$ cat src/sv/vna_pkg.sv
`timescale 1ns / 1ps

package vna_pkg;

  localparam int SUM_W   = 43;  // accumulated face normal component
  localparam int WIN_W   = 11;
  localparam int VC_W    = 13;
  localparam int CFG_DW  = 13;
  localparam int CFG_IW  = 1;
  localparam int NORM_W  = 16;
  localparam int STAT_W  = 2;
  localparam int MAG_LIM = 30;  // magnitudes are scaled below 2^MAG_LIM
  localparam int SQ_W    = 64;
  localparam int LEN_W   = 32;
  localparam int QUO_W   = 16;

  localparam logic MODE_STORE = 1'b0;
  localparam logic MODE_QUERY = 1'b1;

  localparam logic [CFG_IW-1:0] CFG_WINDOW = 1'd0;
  localparam logic [CFG_IW-1:0] CFG_VCOUNT = 1'd1;

  localparam logic [STAT_W-1:0] ST_OK    = 2'd0;
  localparam logic [STAT_W-1:0] ST_DEGEN = 2'd1;
  localparam logic [STAT_W-1:0] ST_RANGE = 2'd2;

  localparam logic [WIN_W-1:0] WINDOW_RST = 11'd100;

  typedef logic signed [SUM_W-1:0] sum_t;

  typedef struct packed {
    logic start;
    sum_t sx;
    sum_t sy;
    sum_t sz;
  } norm_req_t;

  typedef struct packed {
    logic                     valid;
    logic                     degen;
    logic signed [NORM_W-1:0] nx;
    logic signed [NORM_W-1:0] ny;
    logic signed [NORM_W-1:0] nz;
  } norm_rsp_t;

endpackage

$ cat src/sv/vna_normalize.sv
`timescale 1ns / 1ps

module vna_normalize (
  input  logic              clk,
  input  logic              rst_n,
  input  vna_pkg::norm_req_t req,
  output vna_pkg::norm_rsp_t rsp
);
  import vna_pkg::*;

  localparam int NUM_W = MAG_LIM + QUO_W + 1;

  typedef enum logic [2:0] {N_IDLE, N_SHIFT, N_SQ, N_SQRT, N_DSET, N_DIV, N_OUT} nstate_t;

  nstate_t                   state_r;
  logic [SUM_W-1:0]          mag_r [3];
  logic [2:0]                neg_r;
  logic [3:0]                cnt_r;
  logic [1:0]                comp_r;
  logic [2*MAG_LIM-1:0]      prod_r;
  logic [SQ_W-1:0]           acc_r;
  logic [SQ_W-1:0]           root_r;
  logic [SQ_W-1:0]           bit_r;
  logic [LEN_W:0]            den_r;
  logic [LEN_W:0]            rem_r;
  logic [QUO_W-1:0]          num_r;
  logic [QUO_W-1:0]          quo_r;
  logic signed [NORM_W-1:0]  nrm_r [3];
  norm_rsp_t                 rsp_r;

  logic                      over;
  logic [1:0]                sel;
  logic [MAG_LIM-1:0]        msel;
  logic [2*MAG_LIM-1:0]      sq;
  logic [SQ_W-1:0]           trial_sq;
  logic                      ge_sq;
  logic [LEN_W-1:0]          lenv;
  logic [NUM_W-1:0]          numer;
  logic [LEN_W+1:0]          trial_d;
  logic                      ge_d;
  logic [QUO_W-1:0]          qf;
  logic [NORM_W-1:0]         rs;
  logic signed [NORM_W-1:0]  nres;

  always_comb begin
    over = (|mag_r[0][SUM_W-1:MAG_LIM]) | (|mag_r[1][SUM_W-1:MAG_LIM]) |
           (|mag_r[2][SUM_W-1:MAG_LIM]);
    sel = (state_r == N_SQ) ? cnt_r[1:0] : comp_r;
    case (sel)
      2'd0:    msel = mag_r[0][MAG_LIM-1:0];
      2'd1:    msel = mag_r[1][MAG_LIM-1:0];
      default: msel = mag_r[2][MAG_LIM-1:0];
    endcase
    sq       = msel * msel;
    trial_sq = root_r + bit_r;
    ge_sq    = acc_r >= trial_sq;
    lenv     = (root_r[LEN_W-1:0] == '0) ? LEN_W'(1) : root_r[LEN_W-1:0];
    numer    = {1'b0, msel, {QUO_W{1'b0}}} + NUM_W'(lenv);
    trial_d  = {rem_r, num_r[QUO_W-1]};
    ge_d     = trial_d >= {1'b0, den_r};
    qf       = {quo_r[QUO_W-2:0], ge_d};
    rs       = qf[QUO_W-1] ? {1'b0, {(NORM_W-1){1'b1}}} : qf;
    nres     = neg_r[comp_r] ? -$signed(rs) : $signed(rs);
  end

  always_ff @(posedge clk) begin
    if (!rst_n) begin
      state_r     <= N_IDLE;
      rsp_r.valid <= 1'b0;
    end else begin
      rsp_r.valid <= 1'b0;
      case (state_r)
        N_IDLE: begin
          if (req.start) begin
            neg_r    <= {req.sz[SUM_W-1], req.sy[SUM_W-1], req.sx[SUM_W-1]};
            mag_r[0] <= req.sx[SUM_W-1] ? SUM_W'(-req.sx) : SUM_W'(req.sx);
            mag_r[1] <= req.sy[SUM_W-1] ? SUM_W'(-req.sy) : SUM_W'(req.sy);
            mag_r[2] <= req.sz[SUM_W-1] ? SUM_W'(-req.sz) : SUM_W'(req.sz);
            if (req.sx == '0 && req.sy == '0 && req.sz == '0) begin
              rsp_r.valid <= 1'b1;
              rsp_r.degen <= 1'b1;
              rsp_r.nx    <= '0;
              rsp_r.ny    <= '0;
              rsp_r.nz    <= '0;
            end else begin
              state_r <= N_SHIFT;
            end
          end
        end
        N_SHIFT: begin
          if (over) begin
            mag_r[0] <= mag_r[0] >> 1;
            mag_r[1] <= mag_r[1] >> 1;
            mag_r[2] <= mag_r[2] >> 1;
          end else begin
            cnt_r   <= '0;
            prod_r  <= '0;
            acc_r   <= '0;
            state_r <= N_SQ;
          end
        end
        N_SQ: begin
          // each square is registered, then accumulated in the following cycle
          prod_r <= (cnt_r[1:0] == 2'd3) ? '0 : sq;
          acc_r  <= acc_r + SQ_W'(prod_r);
          cnt_r  <= cnt_r + 4'd1;
          if (cnt_r[1:0] == 2'd3) begin
            root_r  <= '0;
            bit_r   <= SQ_W'(1) << (SQ_W - 2);
            state_r <= N_SQRT;
          end
        end
        N_SQRT: begin
          if (ge_sq) begin
            acc_r  <= acc_r - trial_sq;
            root_r <= (root_r >> 1) + bit_r;
          end else begin
            root_r <= root_r >> 1;
          end
          bit_r <= bit_r >> 2;
          if (bit_r[0]) begin
            comp_r  <= 2'd0;
            state_r <= N_DSET;
          end
        end
        N_DSET: begin
          den_r   <= {lenv, 1'b0};
          rem_r   <= (LEN_W+1)'(numer[NUM_W-1:QUO_W]);
          num_r   <= numer[QUO_W-1:0];
          quo_r   <= '0;
          cnt_r   <= 4'(QUO_W - 1);
          state_r <= N_DIV;
        end
        N_DIV: begin
          rem_r <= ge_d ? (LEN_W+1)'(trial_d - {1'b0, den_r}) : (LEN_W+1)'(trial_d);
          num_r <= num_r << 1;
          quo_r <= qf;
          cnt_r <= cnt_r - 4'd1;
          if (cnt_r == '0) begin
            case (comp_r)
              2'd0:    nrm_r[0] <= nres;
              2'd1:    nrm_r[1] <= nres;
              default: nrm_r[2] <= nres;
            endcase
            if (comp_r == 2'd2) begin
              state_r <= N_OUT;
            end else begin
              comp_r  <= comp_r + 2'd1;
              state_r <= N_DSET;
            end
          end
        end
        N_OUT: begin
          rsp_r.valid <= 1'b1;
          rsp_r.degen <= 1'b0;
          rsp_r.nx    <= nrm_r[0];
          rsp_r.ny    <= nrm_r[1];
          rsp_r.nz    <= nrm_r[2];
          state_r     <= N_IDLE;
        end
        default: state_r <= N_IDLE;
      endcase
    end
  end

  assign rsp = rsp_r;

endmodule

$ cat config.mk
export PLATFORM = sky130hd
export DESIGN_NAME = vna_normalize
export DESIGN_NICKNAME = d
export VERILOG_FILES = /design/src/sv/vna_pkg.sv /design/src/sv/vna_normalize.sv
export SDC_FILE = /design/constraint.sdc
export NUM_CORES = 2
export LEC_CHECK = 0
export ABC_AREA = 0
export BUFFER_PORTS_ARGS = -buffer_cell sky130_fd_sc_hd__buf_2
export CAP_MARGIN = 25
export CORE_MARGIN = 3
export CORE_UTILIZATION = 30
export DETAILED_ROUTE_END_ITERATION = 12
export HOLD_SLACK_MARGIN = 0.12
export PLACE_DENSITY = 0.51
export SLEW_MARGIN = 20
export SYNTH_ARGS = -nofsm -noshare
export SYNTH_HDL_FRONTEND = slang
export SYNTH_SLANG_ARGS = --single-unit
$ cat constraint.sdc
create_clock -name clk -period 14.6 [get_ports clk]
set_clock_uncertainty 0.05 [all_clocks]
set_input_delay 0.73 -clock clk [delete_from_list [all_inputs] [get_ports clk]]
set_output_delay 0.73 -clock clk [all_outputs]
set_load 0.02 [all_outputs]
==> run metrics <==
Yosys top cell area share 0.257; pre-CTS setup slack ~2.9 ns; TritonCTS clock tree built; status completed; hold_buf cts 0; area growth from synthesis to layout 10.3%; mean routed wirelength per cell around 21 um; ys async rst share 0; antenna diode instance count 0; Slew Viols, Final 0; first-pass GRT wire length 313000 um; yosys warns 0; detailed-route DRC error count 0; Total GRT Usage 0.184; Clk Latency, worst-skew pair between 0.7 and 0.8 ns; worst path arrival time between 10 and 15 ns; Clock Pin Slew Worst Setup and Hold Paths about 0.060 ns; ANT nets after route 0; WL final 203000 um; die area around 220000 um2; EDFF count, synth 550; nature of the critical path startpoint register; worst stage delay on the critical path 0.98 ns; Max clock buf depth 3; Final Hold Fails 0; fmax roughly 84 MHz; port bufs 181; via count 50400; TritonRoute pass-1 iters 6; share of layout cells above drive strength 1 0.0705; post-cts repair resize count 0; final setup vio count 0; initial core utilization 0.302; Top FF cell, synth edfxtp_1; DP Wirelength between 150000 and 200000 um; Sink Count around 550; Crit path top cell by count fa_1; count of state elements after synthesis about 550; number of global-route vias before repair about 52000; Top delay family on crit path adder cells; post-synthesis compound-gate area fraction 0.140; Placeable Area approximately 210000 um2; # rows roughly 170; Worst-Margin Slew approximately 1.1 ns; H-tree depth 3; DR iter-0 viols approximately 4000; Crit path buffers/inverters 7; TritonCTS Buffers 74; Synth cell types 85; Die Width ~470 um; # Max-Cap Violations 0; Tmin final 11.85 ns; initial antenna violation count 4; Adder-Cell Fraction of Synth Area 0.315; total global routing overflow 0; Mapped Avg Cell Area about 9.2 um2; largest family of logic cells by synthesized area adder cells; post-synth net total between 8000 and 9000; Fin Hold WS 0.344 ns; Synth area leaders edfxtp_1, fa_1, ha_1, inv_1, nor2_1; crit end category register; Root Driver clkbuf_16; largest net degree at the start of global routing slightly above 100; RSZ-0062 raised after global routing false; synthesized cell area between 60000 and 70000 um2; tightest slew margin relative to the limit 0.280; Hold Path Class in -> reg; Gate Count Post-Synth 6955; top-count cell post-synth inv_1; total negative setup slack 0 ns; Post-Synth XOR/XNOR Area 0.0626; Die Y roughly 470 um; mux cell area share after synthesis 0.00727; Commonest cells post-synth inv_1, fa_1, nor2_1, nand2_1, edfxtp_1; RePlAce Congestion between 0.8 and 0.9; PnR worst setup slack 2.75 ns; DR vias/cell between 5 and 6; setup bufs post-CTS 0; Seq/Total Area, Yosys 0.258; Setup CP Type reg -> reg; Crit Path Max Fanout 28; fin crit share 0.811; Synth Area in Simple Gates 0.139; I/O Pins around 180; Worst Path Required ~15 ns; area leader, netlist edfxtp_1; CP max stage cell clkinv_1; nets@finish roughly 8300
-- logic make-up after synthesis --
kind of cell	after synthesis
AND/OR/NAND/NOR	1935
AO/OA/AOI/OAI	1430
buffers and inverters	1333
adder cells (fa/ha/maj)	1198
flip-flops	554
XOR/XNOR	459
multiplexers	46
-- metrics by stage --
step | instance area, um2 | utilization | std cells
6_report | 70800 | 0.333 | 9869
5_1_grt | 70800 | 0.333 | 9869
4_1_cts | 70800 | 0.333 | 9869
3_5_place_dp | 68400 | 0.322 | 9737
3_3_place_gp | 68400 | 0.322 | 9737
2_1_floorplan | 64200 | - | 6955
-- sequential cells by signal (all words and copies together) (netlist names) --
signal / cells
bit_r: 32
cnt_r: 4
acc_r: 64
num_r: 16
rsp: 50
state_r: 3
root_r: 64
nrm_r: 48
comp_r: 2
den_r: 32
neg_r: 3
rem_r: 33
quo_r: 15
prod_r: 59
mag_r: 129
-- path summary, 6_finish.rpt --
| check | startpoint | end | slack [ns] | cells after the start |
|---|---|---|---|---|
| min | req[129] | rsp[49] | 0.34 | 2 |
| max | state_r[1] | prod_r[48] | 2.75 | 31 |
| min reg2reg | nrm_r[0][42] | rsp[10] | 0.46 | 1 |
| max reg2reg | state_r[1] | prod_r[48] | 2.75 | 31 |
-- routing by layer --
metal  GRT usage  part of all wire  vias to the layer above
li1            -                 -                    23600
met1       0.257              0.46                    25100
met2       0.292              0.45                     1465
met3      0.0336             0.067                      261
met4      0.0467             0.025                        4
met5           0           0.00013                        -
-- layout make-up --
type                    instances  area (um2)
multi-input cells            5068       42800
well taps                    2821        3530
repair buffers                283        1680
clock buffers                  90        1910
fillers                     21900      142000
inverters                    1011        3800
flip-flops and latches        554       16600
clock inverters                42         544
-- worst reg2reg max path: cells and delay by family (launching register included) --
kind            cells  cell delay, ns
fa+ha+maj           9            4.25
compound gates     11            3.64
buf+inv             7            1.54
simple gates        2            0.95
mux                 2            0.67
flops               1            0.51
-- placed cells by master (no fill, tap or decap), drive strengths merged, types with 36 or more instances in the layout --
cell / instances
o31ai: 64
edfxtp: 550
or3: 48
a31oi: 87
nand2b: 42
clkinv: 36
mux2i: 41
nand4: 71
and2: 78
nor3: 67
nor2b: 52
o21ai: 256
nor2: 678
nand2: 610
a21oi: 456
xnor2: 190
ha: 500
inv: 1006
a21o: 164
o21bai: 50
xor2: 269
buf: 283
and3: 84
clkbuf: 90
nand3: 67
o22ai: 58
a211oi: 72
nor4: 51
fa: 698
Power is left out: the tool's default activity adds up to more than one toggle a clock period on the data nets, which glitch-free logic cannot reach.
